**src/hw/rtl/uerz_pkg.sv**
```systemverilog
// Package with types, constants and helper functions of the echo range zoner.
`timescale 1ns / 1ps
package uerz_pkg;

  localparam int unsigned SensorCount = 6;
  localparam int unsigned CountBitsDef = 16;
  localparam int unsigned WidthBits = 16;
  localparam int unsigned AddrBits = 5;

  // Register indexes on the configuration port (word address bits [4:2])
  localparam logic [2:0] RegNear   = 3'd0;
  localparam logic [2:0] RegSecond = 3'd1;
  localparam logic [2:0] RegThird  = 3'd2;
  localparam logic [2:0] RegFar    = 3'd3;
  localparam logic [2:0] RegWait   = 3'd4;
  localparam logic [2:0] RegTrig   = 3'd5;

  // Register reset values
  localparam logic [15:0] NearDef   = 16'd700;
  localparam logic [15:0] SecondDef = 16'd1400;
  localparam logic [15:0] ThirdDef  = 16'd2360;
  localparam logic [15:0] FarDef    = 16'd3200;
  localparam logic [15:0] WaitDef   = 16'd9500;
  localparam logic [7:0]  TrigDef   = 8'd4;

  // Command codes
  localparam logic CmdTick  = 1'b0;
  localparam logic CmdStart = 1'b1;

  localparam logic [2:0] ZoneNone = 3'd0;
  localparam logic [2:0] ZoneFar  = 3'd5;

  typedef struct packed {
    logic       command;
    logic [2:0] direction;
    logic [5:0] echo_lines;
  } in_t;

  typedef struct packed {
    logic [5:0]  trigger_lines;
    logic        busy_res;
    logic        done_res;
    logic [2:0]  zone;
    logic [15:0] last_width;
  } out_t;

  typedef struct packed {
    logic [15:0] near_threshold;
    logic [15:0] second_threshold;
    logic [15:0] third_threshold;
    logic [15:0] far_threshold;
    logic [15:0] wait_limit;
    logic [7:0]  trigger_ticks;
  } cfg_t;

  // Map an echo width to zones 1..5; first matching threshold wins.
  function automatic logic [2:0] classify(input logic [15:0] w, input cfg_t cfg);
    logic [2:0] z;
    if (w < cfg.near_threshold) begin
      z = 3'd1;
    end else if (w < cfg.second_threshold) begin
      z = 3'd2;
    end else if (w < cfg.third_threshold) begin
      z = 3'd3;
    end else if (w < cfg.far_threshold) begin
      z = 3'd4;
    end else begin
      z = ZoneFar;
    end
    return z;
  endfunction

  // First sensor covered by a valid direction.
  function automatic logic [2:0] first_sensor(input logic [1:0] dir);
    logic [2:0] s;
    case (dir)
      2'd0: s = 3'd0;
      2'd1: s = 3'd2;
      2'd2: s = 3'd3;
      2'd3: s = 3'd5;
      default: s = 3'd0;
    endcase
    return s;
  endfunction

  // One-hot line for a sensor index, zero past the last sensor.
  function automatic logic [5:0] sensor_bit(input logic [2:0] idx);
    logic [5:0] b;
    if (32'(idx) < SensorCount) begin
      b = 6'(1) << idx;
    end else begin
      b = '0;
    end
    return b;
  endfunction

endpackage

```
**src/hw/rtl/uerz_cfg_regs.sv**
```systemverilog
// Configuration register file on the APB-style port.
`timescale 1ns / 1ps
module uerz_cfg_regs (
  input  logic                          clk_i,
  input  logic                          rst_ni,
  input  logic                          psel,
  input  logic                          penable,
  input  logic                          pwrite,
  input  logic [uerz_pkg::AddrBits-1:0] paddr,
  input  logic [31:0]                   pwdata,
  output logic [31:0]                   prdata,
  output logic                          pready,
  output uerz_pkg::cfg_t                cfg_o
);

  uerz_pkg::cfg_t cfg_q;
  logic           wr_en;
  logic [2:0]     reg_idx;

  assign pready  = 1'b1;
  assign wr_en   = psel && penable && pwrite;
  assign reg_idx = paddr[4:2];
  assign cfg_o   = cfg_q;

  always_ff @(posedge clk_i or negedge rst_ni) begin
    if (!rst_ni) begin
      cfg_q.near_threshold   <= uerz_pkg::NearDef;
      cfg_q.second_threshold <= uerz_pkg::SecondDef;
      cfg_q.third_threshold  <= uerz_pkg::ThirdDef;
      cfg_q.far_threshold    <= uerz_pkg::FarDef;
      cfg_q.wait_limit       <= uerz_pkg::WaitDef;
      cfg_q.trigger_ticks    <= uerz_pkg::TrigDef;
    end else if (wr_en) begin
      case (reg_idx)
        uerz_pkg::RegNear:   cfg_q.near_threshold   <= pwdata[15:0];
        uerz_pkg::RegSecond: cfg_q.second_threshold <= pwdata[15:0];
        uerz_pkg::RegThird:  cfg_q.third_threshold  <= pwdata[15:0];
        uerz_pkg::RegFar:    cfg_q.far_threshold    <= pwdata[15:0];
        uerz_pkg::RegWait:   cfg_q.wait_limit       <= pwdata[15:0];
        uerz_pkg::RegTrig:   cfg_q.trigger_ticks    <= pwdata[7:0];
        default: ;
      endcase
    end
  end

  always_comb begin
    case (reg_idx)
      uerz_pkg::RegNear:   prdata = {16'd0, cfg_q.near_threshold};
      uerz_pkg::RegSecond: prdata = {16'd0, cfg_q.second_threshold};
      uerz_pkg::RegThird:  prdata = {16'd0, cfg_q.third_threshold};
      uerz_pkg::RegFar:    prdata = {16'd0, cfg_q.far_threshold};
      uerz_pkg::RegWait:   prdata = {16'd0, cfg_q.wait_limit};
      uerz_pkg::RegTrig:   prdata = {24'd0, cfg_q.trigger_ticks};
      default:             prdata = '0;
    endcase
  end

endmodule

```
**src/hw/rtl/uerz_core.sv**
```systemverilog
// Measurement sequencer: state registers and the combinational step logic.
`timescale 1ns / 1ps
module uerz_core #(
  parameter int unsigned COUNT_BITS = uerz_pkg::CountBitsDef
) (
  input  logic           clk_i,
  input  logic           rst_ni,
  input  logic           step_i,
  input  uerz_pkg::in_t  item_i,
  input  uerz_pkg::cfg_t cfg_i,
  output uerz_pkg::out_t res_o
);

  localparam logic [1:0] PhIdle = 2'd0;
  localparam logic [1:0] PhTrig = 2'd1;
  localparam logic [1:0] PhRise = 2'd2;
  localparam logic [1:0] PhHigh = 2'd3;

  localparam logic [31:0] CntMask = 32'((64'd1 << COUNT_BITS) - 64'd1);

  logic [1:0]            phase_q, phase_d;
  logic [COUNT_BITS-1:0] tick_q, tick_d, tick_inc;
  logic [2:0]            sensor_q, sensor_d;
  logic                  pair_q, pair_d;
  logic [2:0]            first_zone_q, first_zone_d;
  logic [15:0]           width_q, width_d;

  logic [31:0] lim_raw, lim, trig_len;
  logic        high;
  logic        fin;
  logic [15:0] fin_w;
  logic [2:0]  fin_zone;
  logic        done_tick, done_bad;

  assign lim_raw  = (cfg_i.wait_limit == '0) ? 32'd1 : 32'(cfg_i.wait_limit);
  assign lim      = (lim_raw > CntMask) ? CntMask : lim_raw;
  assign trig_len = (cfg_i.trigger_ticks == '0) ? 32'd1 : 32'(cfg_i.trigger_ticks);
  assign tick_inc = tick_q + COUNT_BITS'(1);
  assign high     = |(item_i.echo_lines & uerz_pkg::sensor_bit(sensor_q));
  assign fin_zone = uerz_pkg::classify(fin_w, cfg_i);

  always_comb begin
    phase_d      = phase_q;
    tick_d       = tick_q;
    sensor_d     = sensor_q;
    pair_d       = pair_q;
    first_zone_d = first_zone_q;
    width_d      = width_q;
    fin          = 1'b0;
    fin_w        = '0;
    done_tick    = 1'b0;
    done_bad     = 1'b0;

    if (item_i.command == uerz_pkg::CmdStart) begin
      // a start while busy is dropped
      if (phase_q == PhIdle) begin
        if (item_i.direction > 3'd3) begin
          done_bad = 1'b1;
        end else begin
          sensor_d     = uerz_pkg::first_sensor(item_i.direction[1:0]);
          pair_d       = !item_i.direction[0];
          first_zone_d = uerz_pkg::ZoneFar;
          tick_d       = '0;
          phase_d      = PhTrig;
        end
      end
    end else begin
      case (phase_q)
        PhTrig: begin
          if (32'(tick_inc) >= trig_len) begin
            tick_d  = '0;
            phase_d = PhRise;
          end else begin
            tick_d = tick_inc;
          end
        end
        PhRise: begin
          if (high) begin
            tick_d  = '0;
            phase_d = PhHigh;
          end else begin
            tick_d = tick_inc;
            if (32'(tick_inc) >= lim) begin
              fin   = 1'b1;
              fin_w = '0;   // missed rise reads as zero width
            end
          end
        end
        PhHigh: begin
          if (high) begin
            tick_d = tick_inc;
            if (32'(tick_inc) >= lim) begin
              fin   = 1'b1;
              fin_w = lim[15:0];
            end
          end else begin
            fin   = 1'b1;
            fin_w = 16'(tick_q);
          end
        end
        default: phase_d = PhIdle;
      endcase

      // close out one sensor; advance to the partner or finish the direction
      if (fin) begin
        width_d = fin_w;
        tick_d  = '0;
        if (pair_q) begin
          first_zone_d = fin_zone;
          pair_d       = 1'b0;
          sensor_d     = sensor_q + 3'd1;
          phase_d      = PhTrig;
        end else begin
          if (fin_zone < first_zone_q) begin
            first_zone_d = fin_zone;
          end
          phase_d   = PhIdle;
          done_tick = 1'b1;
        end
      end
    end
  end

  always_ff @(posedge clk_i or negedge rst_ni) begin
    if (!rst_ni) begin
      phase_q      <= PhIdle;
      tick_q       <= '0;
      sensor_q     <= '0;
      pair_q       <= 1'b0;
      first_zone_q <= '0;
      width_q      <= '0;
    end else if (step_i) begin
      phase_q      <= phase_d;
      tick_q       <= tick_d;
      sensor_q     <= sensor_d;
      pair_q       <= pair_d;
      first_zone_q <= first_zone_d;
      width_q      <= width_d;
    end
  end

  always_comb begin
    res_o.trigger_lines = (phase_d == PhTrig) ? uerz_pkg::sensor_bit(sensor_d) : '0;
    res_o.busy_res      = (phase_d != PhIdle);
    res_o.done_res      = done_tick || done_bad;
    res_o.zone          = done_tick ? first_zone_d : uerz_pkg::ZoneNone;
    res_o.last_width    = width_d;
  end

endmodule

```
**src/hw/rtl/ultrasonic_echo_range_zoner.sv**
```systemverilog
// An accepted item is held in the input register; the step logic then writes its
//   result into the result register.
// Throughput: one item per cycle unless a result stalls; each tick is one pass.
// A stalled waiting result holds the staged item, which then stalls the input.
// Reset (rst_ni low, asynchronous): sequencer idle, counters and held width zero,
//   registers back to their defaults; both pipeline stages empty.
`timescale 1ns / 1ps
module ultrasonic_echo_range_zoner #(
  parameter int unsigned COUNT_BITS = uerz_pkg::CountBitsDef
) (
  input  logic                          clk_i,
  input  logic                          rst_ni,
  // item input channel
  input  logic                          in_valid_i,
  output logic                          in_stall_o,
  input  uerz_pkg::in_t                 in_data_i,
  // result output channel
  output logic                          out_valid_o,
  input  logic                          out_stall_i,
  output uerz_pkg::out_t                out_data_o,
  // configuration port
  input  logic                          psel,
  input  logic                          penable,
  input  logic                          pwrite,
  input  logic [uerz_pkg::AddrBits-1:0] paddr,
  input  logic [31:0]                   pwdata,
  output logic [31:0]                   prdata,
  output logic                          pready
);

  uerz_pkg::cfg_t cfg;

  // Input stage: hold one item until the step logic consumes it.
  logic           in_vld_q, in_vld_d;
  uerz_pkg::in_t  in_q;
  logic           in_xfer;

  // Result stage: hold the result until the consumer takes it.
  logic           out_vld_q, out_vld_d;
  uerz_pkg::out_t out_q;
  uerz_pkg::out_t res;

  // Step when an item is staged and the result slot is free or draining.
  logic           advance;

  assign advance    = in_vld_q && (!out_vld_q || !out_stall_i);
  assign in_stall_o = in_vld_q && !advance;
  assign in_xfer    = in_valid_i && !in_stall_o;

  always_comb begin
    in_vld_d = in_vld_q;
    if (in_xfer) begin
      in_vld_d = 1'b1;
    end else if (advance) begin
      in_vld_d = 1'b0;
    end
  end

  always_comb begin
    out_vld_d = out_vld_q;
    if (advance) begin
      out_vld_d = 1'b1;
    end else if (!out_stall_i) begin
      out_vld_d = 1'b0;
    end
  end

  always_ff @(posedge clk_i or negedge rst_ni) begin
    if (!rst_ni) begin
      in_vld_q  <= 1'b0;
      out_vld_q <= 1'b0;
    end else begin
      in_vld_q  <= in_vld_d;
      out_vld_q <= out_vld_d;
    end
  end

  // Payload registers carry no reset.
  always_ff @(posedge clk_i) begin
    if (in_xfer) begin
      in_q <= in_data_i;
    end
    if (advance) begin
      out_q <= res;
    end
  end

  assign out_valid_o = out_vld_q;
  assign out_data_o  = out_q;

  uerz_cfg_regs u_cfg (
    .clk_i   (clk_i),
    .rst_ni  (rst_ni),
    .psel    (psel),
    .penable (penable),
    .pwrite  (pwrite),
    .paddr   (paddr),
    .pwdata  (pwdata),
    .prdata  (prdata),
    .pready  (pready),
    .cfg_o   (cfg)
  );

  uerz_core #(
    .COUNT_BITS (COUNT_BITS)
  ) u_core (
    .clk_i  (clk_i),
    .rst_ni (rst_ni),
    .step_i (advance),
    .item_i (in_q),
    .cfg_i  (cfg),
    .res_o  (res)
  );

endmodule

```
**config.mk**
```make
export PLATFORM = sky130hd
export DESIGN_NAME = ultrasonic_echo_range_zoner
export DESIGN_NICKNAME = d
export VERILOG_FILES = /design/src/hw/rtl/uerz_pkg.sv /design/src/hw/rtl/uerz_cfg_regs.sv /design/src/hw/rtl/uerz_core.sv /design/src/hw/rtl/ultrasonic_echo_range_zoner.sv
export SDC_FILE = /design/constraint.sdc
export NUM_CORES = 1
export LEC_CHECK = 0
export BUFFER_PORTS_ARGS = -buffer_cell sky130_fd_sc_hd__buf_2
export CAP_MARGIN = 20
export CELL_PAD_IN_SITES_DETAIL_PLACEMENT = 0
export CELL_PAD_IN_SITES_GLOBAL_PLACEMENT = 1
export CORE_MARGIN = 2
export CORE_UTILIZATION = 50
export CTS_CLUSTER_SIZE = 20
export DETAILED_ROUTE_END_ITERATION = 7
export PLACE_DENSITY_LB_ADDON = 0.15
export SLEW_MARGIN = 15
export SYNTH_ARGS = -nofsm -noshare
export SYNTH_HDL_FRONTEND = slang
export SYNTH_HIERARCHICAL = 1
export SYNTH_SLANG_ARGS = --single-unit
```
**constraint.sdc**
```tcl
create_clock -name clk_i -period 10 [get_ports clk_i]
set_clock_uncertainty 0.05 [all_clocks]
set_input_delay 3 -clock clk_i [delete_from_list [all_inputs] [get_ports clk_i]]
set_output_delay 3 -clock clk_i [all_outputs]
set_load 0.01 [all_outputs]
```
==> flow_summary.yaml, run 1 <==
clock_network:
  cts-root-buf: "clkbuf_16"
  cts.repair.resized: 0
  cts_inserted_buffers: 17
  clock_path_buffers: 2
  tritoncts: "built"
  cts_max_level: 4
  post_cts_buffers: 0
  cts_hold_buf: 0
  clkTransAtPathRegs_ps: 70
  clock-sinks: 168
  clkLatencyLatePin_ps: 430
pwr:
  finalPower_mw: 2.33
  p_clk_share_pct: 27.9
  powerDensity_nw_per_um2: 195
  p_int_mw: 1.54
  share_comb_of_total_power_pct: 28.8
  p_switching_mw: 0.789
  pwr-share-seq_pct: 43.3
  ir_worst_vdd_mv: 0.123
  leakage_nw: 5.51
  switching_share_pct: 33.8
yosys:
  avgSynthCellArea_um2: 10.6
  dominantRegCellSynth: "dfrtp_1"
  synth_top_area_share_pct: 23.9
  yosys_register_bits: 168
  synth.distinct_cells: 88
  ys_seq_area_share_pct: 40.7
  synth_cells: 1029
  yosys.area.top_type: "dfrtp_1"
  yosysWarnings: 6
  synth-edff-count: 37
  async_flop_share_pct: 78.0
  synthTopCellsByArea: "dfrtp_1 24%, mux2_2 11%, ha_1 10%"
  netlist_area_um2: 10900
floorplanning:
  dieArea_um2: 22900
  start_util_pct: 51.4
  die_w_um: 151
  rows: 53
  core_area_um2: 21200
  pin_count: 116
  die_h_um: 151
critical_path:
  worstSetupEndpoint: "out_data_o[17]"
  worstPathRequired_ps: 10210
  path_class: "register to register"
  path_max_fanout: 18
  cp_slowest_cell: "a31oi_2"
  start_kind: "register"
  max_stage_delay_ps: 730
  r2r_end: "out_data_o[17]"
  worstReg2RegStart: "u_core/tick_q[0]"
  rr_worst_depth: 28
  rrSetupSlack_ps: 1460
  crit_arrival_ps: 8750
  crit_path_end_kind: "register"
  critPathLaunch: "u_core/tick_q[0]"
  cp_common_cell: "ha_1"
sta:
  final.period_utilization_pct: 85.4
  tns_ps: 0
  setup_slack_ps: 1460
  max_slew_margin_pct: 24.3
  rsz0062_at_grt: "false"
  maxSlewViolCount: 0
  setup_violations: 0
  hold_viol: 0
  final.min_clock_period_ps: 8540
  fmax_mhz: 117
  tightest_slew_ps: 1140
run:
  maxCapViolCount: 0
place:
  dp_hpwl_mm: 20.8
  pre_cts_ws_ps: 1670
  io_buffer_count: 80
  place_congestion: 0.887
layout:
  nFillCells: 1885
  seq_area_um2: 4420
  n_antenna_cell: 0
  final_util_pct: 56.6
  multi_input_area_um2: 5800
  nets: 1234
  drive_gt1_share_pct: 27.0
  area_growth_pct: 10.0
detailed_routing:
  via_count: 8033
  drtIter0Drc: 522
  totalWireLength_mm: 28.2
  viasPerCell: 5.83
  first_pass_iters: 5
  drc: 0
  wl_per_cell_um: 20.5
  postRouteAntennaNets: 0
grt:
  antenna_found_initial: 0
  overflow: 0
  grt_max_degree: 74
  grt_pass1_wl_mm: 44.7
  track_usage_pct: 25.8
  grt_pass1_vias: 8002
hold_path:
  hp-class: "register to register"
status:
  status: "completed"
==> registers in the layout, indices dropped and copies added, names as in the netlist <==
name,count
u_cfg/cfg_o,88
out_data_o,27
u_core/tick_q,16
u_core/width_q,16
in_q,10
u_core/first_zone_q,3
u_core/sensor_q,3
u_core/phase_q,2
in_vld_q,1
out_valid_o,1
u_core/pair_q,1
==> metrics by stage <==
step	hold slack [ps]	cells	instance area (um^2)
finish	458	1377	12000
global route	468	1377	12000
CTS	461	1375	11900
detailed placement	446	1343	11400
global placement	439	1343	11400
floorplan	417	1044	10900
==> cells in the final DEF, fill, tap and decap left out, types with 9 or more instances in the layout <==
| master | netlist | layout |
|---|---|---|
| nor4_1 | 10 | 10 |
| clkbuf_16 | 0 | 17 |
| edfxtp_1 | 37 | 37 |
| nor2_1 | 69 | 69 |
| buf_2 | 7 | 79 |
| nor3_1 | 15 | 15 |
| mux2i_1 | 10 | 10 |
| nand2_1 | 47 | 47 |
| a21o_1 | 22 | 22 |
| nand2b_1 | 12 | 12 |
| mux2_4 | 19 | 19 |
| nand3_1 | 15 | 15 |
| mux2_2 | 106 | 106 |
| ha_1 | 91 | 91 |
| a22oi_1 | 18 | 18 |
| dfrtp_1 | 104 | 104 |
| dfstp_2 | 27 | 27 |
| inv_1 | 97 | 97 |
| a31oi_1 | 14 | 14 |
| a221oi_1 | 9 | 9 |
| conb_1 | 2 | 17 |
| a21oi_1 | 40 | 40 |
| nand4_1 | 11 | 11 |
| nor2b_1 | 14 | 14 |
| o21ai_0 | 35 | 35 |
==> worst min path at each step <==
stage,slack [ps],from,cells after the start,to
floorplan,420,in_vld_q,1,out_valid_o
global placement,440,in_vld_q,1,out_valid_o
detailed placement,450,u_core/width_q[15],1,u_core/width_q[15]
CTS,460,u_core/width_q[5],1,u_core/width_q[5]
global route,470,u_core/width_q[15],1,u_core/width_q[15]
finish,460,u_core/width_q[5],1,u_core/width_q[5]
==> synth_stat cells (all sizes together) (11+ instances only) <==
cell,number
edfxtp,37
nor2,73
ha,91
a21oi,40
a21o,23
nor4,11
nand2,47
a22oi,19
clkbuf,25
nand2b,12
mux2,125
nor3,15
a31oi,15
nor2b,14
buf,34
nand4,13
dfrtp,104
o21ai,39
nand3,16
dfstp,27
inv,97
==> area by class of cell <==
class | instances | share of cell area (%)
multi-input cells | 720 | 48.5
flip-flops and latches | 168 | 37.0
repair buffers | 85 | 3.84
clock buffers | 18 | 3.59
inverters | 97 | 3.04
well taps | 275 | 2.88
clock inverters | 14 | 1.22
==> logic make-up (layout without fill, tap and decap cells) <==
family / count (synthesis) / count (layout) / synth area share (%)
mux: 136 / 136 / 14.7
flops: 168 / 168 / 40.7
fa+ha+maj: 91 / 91 / 10.5
xor+xnor: 14 / 14 / 1.13
simple gates: 239 / 239 / 11.6
compound gates: 223 / 223 / 14.7
buf+inv: 156 / 214 / 6.62
other cells: 2 / 17 / 0.0691
==> worst max-delay path: cells and delay by family (launching register included) <==
kind / cells / cell delay, ps
compound gates: 9 / 2560
xor+xnor: 1 / 380
flops: 1 / 600
buf+inv: 1 / 100
simple gates: 13 / 3620
fa+ha+maj: 4 / 1040
==> power groups by stage <==
stage,Combinational (mW),Sequential (mW),Clock (mW)
3_5_place_dp,0.663,1.02,0
6_report,0.672,1.01,0.652
2_1_floorplan,0.511,0.976,0
5_1_grt,0.759,1.03,0.692
4_1_cts,0.669,1.01,0.663
3_3_place_gp,0.650,1.01,0
==> metal layers <==
metal,vias to the layer above,GRT usage [%],part of all wire (%)
li1,3847,-,-
met1,3900,38.2,49
met2,244,38.3,43
met3,42,3.95,5.4
met4,0,8.97,2.7
met5,-,0,0
Power figures use the tool's default switching activity.
==> run 2, diff against run 1 <==
--- a/config.mk
+++ b/config.mk
@@ -9,6 +9,7 @@
 export CAP_MARGIN = 20
 export CELL_PAD_IN_SITES_DETAIL_PLACEMENT = 0
 export CELL_PAD_IN_SITES_GLOBAL_PLACEMENT = 1
+export CORE_ASPECT_RATIO = 1.75
 export CORE_MARGIN = 2
 export CORE_UTILIZATION = 50
 export CTS_CLUSTER_SIZE = 20
==> flow_summary.yaml, run 2 (same netlist as run 1, synthesis figures left out) <==
place:
  place_congestion: 0.915
  placed_area_um2: 11400
  io_buffer_count: 80
  dp_hpwl_mm: 22.7
critical_path:
  start_kind: "register"
  worstPathRequired_ps: 10130
  rr_worst_depth: 29
  r2r_end: "out_data_o[17]"
  critPathLaunch: "u_core/tick_q[0]"
  cp_slowest_cell: "a31oi_2"
  worstReg2RegStart: "u_core/tick_q[0]"
  crit_arrival_ps: 8760
  worstSetupEndpoint: "out_data_o[17]"
  rrSetupSlack_ps: 1380
  path_class: "register to register"
  crit_path_end_kind: "register"
  max_stage_delay_ps: 800
  cp_common_cell: "ha_1"
  path_max_fanout: 18
grt:
  grt_util_met2_pct: 48.5
  track_usage_pct: 27.2
  overflow: 0
  busiest_layer: "met2"
  use_met3_pct: 3.70
  grt_pass1_wl_mm: 46.7
  grt_max_degree: 87
  grt_pass1_vias: 8462
  antenna_found_initial: 0
  grt_util_met1_pct: 30.5
detailed_routing:
  first_pass_iters: 5
  via_count: 8208
  drc: 0
  wl_per_cell_um: 21.3
  drtIter0Drc: 432
  totalWireLength_mm: 29.8
  postRouteAntennaNets: 0
  viasPerCell: 5.87
pwr:
  ir_worst_vdd_mv: 0.157
  powerDensity_nw_per_um2: 199
  finalPower_mw: 2.42
  leakage_nw: 5.58
clock_network:
  clock-sinks: 168
  cts_hold_buf: 0
  cts.repair.resized: 0
  clkTransAtPathRegs_ps: 60
  clock_path_buffers: 2
  tritoncts: "built"
  post_cts_buffers: 0
  clkLatencyLatePin_ps: 430
  cts_max_level: 4
  cts-root-buf: "clkbuf_16"
  cts_inserted_buffers: 17
layout:
  largest_reg_flops: 88
  final_common_cell: "mux2_2"
  drive_gt1_share_pct: 27.3
  area_growth_pct: 11.4
  final_cell_mix: "106 x mux2_2, 104 x dfrtp_1, 97 x inv_1"
  stdcell_area_um2: 12100
  n_antenna_cell: 0
  nets: 1239
hold_path:
  hp-class: "register to register"
floorplanning:
  core_area_um2: 21400
  rows: 71
  die_h_um: 199
  pin_count: 116
  die_w_um: 115
  dieArea_um2: 23000
  start_util_pct: 50.8
sta:
  hold_viol: 0
  rsz0062_at_grt: "false"
  tightest_slew_ps: 1140
  final.min_clock_period_ps: 8620
  max_slew_margin_pct: 24.3
  maxSlewViolCount: 0
  fmax_mhz: 116
  setup_violations: 0
  final.period_utilization_pct: 86.2
  tns_ps: 0
status:
  status: "completed"
run:
  maxCapViolCount: 0
-- run 2: cell count changes in the layout (fill, tap and decap cells not counted) --
cell and delta:
clkinv_4 +1, inv_8 +1, clkinv_2 -2, clkinv_1 +1
buf_16 +1, bufinv_16 +3, buf_4 +3, clkbuf_1 -1
buf_2 +1, inv_6 -3
-- run 2: final cells by class --
type | instances | area, um^2
multi-input combinational | 720 | 5800
sequential | 168 | 4420
inverter | 97 | 364
timing repair buffer | 90 | 514
clock buffer | 17 | 425
clock inverter | 15 | 224
fill | 1923 | 9290
tap | 292 | 365
-- run 2: how the worst min path moves through the flow --
| stage | startpoint | to | slack, ps | depth (start not counted) |
|---|---|---|---|---|
| 5_1_grt | u_core/width_q[10] | u_core/width_q[10] | 470 | 1 |
| 6_report | u_core/width_q[15] | u_core/width_q[15] | 460 | 1 |
| 3_3_place_gp | in_vld_q | out_valid_o | 430 | 1 |
| 3_5_place_dp | u_core/width_q[1] | u_core/width_q[1] | 450 | 1 |
| 2_1_floorplan | in_vld_q | out_valid_o | 420 | 1 |
| 4_1_cts | u_core/width_q[13] | u_core/width_q[13] | 460 | 1 |
-- run 2: power breakdown --
part	total, mW	leakage (nW)	switching, mW	internal, mW
Sequential	1.01	1.97	0.136	0.873
Combinational	0.682	3.30	0.378	0.304
Clock	0.724	0.311	0.279	0.445
-- run 2: metrics by stage --
stage                     std cells  hold slack, ps  utilization [%]  setup WS (ps)
after floorplan                1044             417                -           2880
after global placement         1363             433             53.3           1490
after detailed placement       1364             446             53.3           1460
after CTS                      1396             461             56.4           1430
after global routing           1399             470             56.6            637
final                          1399             460             56.6           1380
-- run 2: routing by layer --
| metal | part of all wire, % | up-vias | routed length, um |
|---|---|---|---|
| li1 | - | 3854 | - |
| met1 | 39 | 4070 | 11700 |
| met2 | 52 | 207 | 15500 |
| met3 | 3.3 | 77 | 975 |
| met4 | 5.6 | 0 | 1670 |
| met5 | 0 | - | 0 |
-- run 2: critical path, delay by kind of cell, from the launching register on --
kind | cells | cell delay [ps]
AO/OA/AOI/OAI | 10 | 2850
AND/OR/NAND/NOR | 13 | 3130
buffers and inverters | 1 | 100
XOR/XNOR | 1 | 490
flip-flops | 1 | 540
adder cells (fa/ha/maj) | 4 | 1200
==> run 3, diff against run 2 <==
--- a/config.mk
+++ b/config.mk
@@ -9,8 +9,8 @@
 export CAP_MARGIN = 20
 export CELL_PAD_IN_SITES_DETAIL_PLACEMENT = 0
 export CELL_PAD_IN_SITES_GLOBAL_PLACEMENT = 1
-export CORE_ASPECT_RATIO = 1.75
-export CORE_MARGIN = 2
+export CORE_ASPECT_RATIO = 1.25
+export CORE_MARGIN = 10
 export CORE_UTILIZATION = 50
 export CTS_CLUSTER_SIZE = 20
 export DETAILED_ROUTE_END_ITERATION = 7
==> flow_summary.yaml, run 3 (same netlist as run 1, synthesis figures left out) <==
grt:
  grt_pass1_vias: 8137
  overflow: 0
  grt_max_degree: 72
  grt_pass1_wl_mm: 46.0
  antenna_found_initial: 0
  track_usage_pct: 20.4
detailed_routing:
  drtIter0Drc: 562
  viasPerCell: 5.84
  wl_per_cell_um: 20.9
  postRouteAntennaNets: 0
  drc: 0
  totalWireLength_mm: 28.9
  via_count: 8070
  first_pass_iters: 5
critical_path:
  crit_arrival_ps: 8820
  max_stage_delay_ps: 760
  cpLargestDelayFamily: "simple AND/OR/NAND/NOR gates"
  cp_common_cell: "ha_1"
  crit_path_end_kind: "register"
  cp_num_buf_inv: 1
  path_max_fanout: 18
  cp_slowest_cell: "a31oi_2"
  start_kind: "register"
  path_class: "register to register"
  worstPathRequired_ps: 10220
clock_network:
  cts_max_level: 4
  clkLatencyLatePin_ps: 440
  cts-root-buf: "clkbuf_16"
  clock-sinks: 168
  tritoncts: "built"
  cts.repair.resized: 0
  clock_path_buffers: 2
  cts_hold_buf: 0
  clkTransAtPathRegs_ps: 70
  cts_inserted_buffers: 17
  post_cts_buffers: 0
sta:
  fmax_mhz: 116
  maxSlewViolCount: 0
  tns_ps: 0
  final.period_utilization_pct: 86.0
  hold_viol: 0
  hold-worst-slack_ps: 460
  max_slew_margin_pct: 25.9
  rsz0062_at_grt: "false"
  setup_slack_ps: 1400
  tightest_slew_ps: 1110
  final.min_clock_period_ps: 8600
  setup_violations: 0
pwr:
  ir_worst_vdd_mv: 0.107
  powerDensity_nw_per_um2: 195
  leakage_nw: 5.52
layout:
  n_antenna_cell: 0
  drive_gt1_share_pct: 27.3
  final_cell_mix: "106 x mux2_2, 104 x dfrtp_1, 97 x inv_1"
  largest_reg_flops: 88
  seq_area_um2: 4420
  nets: 1236
  area_growth_pct: 10.3
  final_common_cell: "mux2_2"
  multi_input_area_um2: 5800
  final_cells: 1383
  nFillCells: 1986
  final_util_pct: 55.9
place:
  dp_hpwl_mm: 21.7
  place_congestion: 0.879
  io_buffer_count: 80
  pre_cts_ws_ps: 1520
  dp.cells: 1349
floorplanning:
  start_util_pct: 50.7
  die_w_um: 152
  pin_count: 116
  die_h_um: 185
  dieArea_um2: 28100
  core_area_um2: 21500
  rows: 60
run:
  maxCapViolCount: 0
status:
  status: "completed"
hold_path:
  hp-class: "register to register"
## run 3: cell count changes in the layout (fill, tap and decap cells not counted), sizes merged
cell	delta
buf	-3
clkinv	-2
inv	+4
bufinv	-4
clkinvlp	+2
## run 3: area by class of cell
class,instances,share of cell area [%]
Tap cell,279,2.91
Inverter,97,3.03
Sequential cell,168,36.9
Multi-Input combinational cell,720,48.3
Timing Repair Buffer,87,3.95
Clock inverter,15,1.35
Clock buffer,17,3.55
## run 3: layer usage
layer	track usage (%)	share of wire, %	up-vias
li1	-	-	3851
met1	27.0	46	3994
met2	33.1	48	193
met3	3.32	4.1	32
met4	7.48	2.3	0
met5	0	0	-
## run 3: stage by stage
| stage | power [mW] | cell area (um^2) |
|---|---|---|
| 2_1_floorplan | 1.49 | 10900 |
| 3_3_place_gp | 1.66 | 11400 |
| 3_5_place_dp | 1.68 | 11400 |
| 4_1_cts | 2.35 | 12000 |
| 5_1_grt | 2.48 | 12000 |
| 6_report | 2.34 | 12000 |
## run 3: worst paths after layout
kind | from | slack (ps) | endpoint | cells after the start
min | in_vld_q | 460 | out_valid_o | 1
max in group asynchronous | rst_ni | 6060 | u_core/sensor_q[2] | 2
min in group asynchronous | rst_ni | 2480 | u_cfg/cfg_o[29] | 1
min reg2reg | in_vld_q | 460 | out_valid_o | 1
max | u_core/tick_q[0] | 1400 | out_data_o[17] | 28
max reg2reg | u_core/tick_q[0] | 1400 | out_data_o[17] | 28
## run 3: worst register-to-register path, delay by kind of cell, from the launching register on
kind / cells / cell delay (ps)
adder cells (fa/ha/maj): 4 / 1080
XOR/XNOR: 1 / 410
AO/OA/AOI/OAI: 9 / 2570
AND/OR/NAND/NOR: 13 / 3610
buffers and inverters: 1 / 110
flip-flops: 1 / 590
## run 3: report_power, final
part,internal [mW],switching [mW],total [mW]
logic,0.302,0.370,0.672
registers,0.873,0.131,1.00
clock network,0.354,0.307,0.660
total,1.53,0.808,2.34
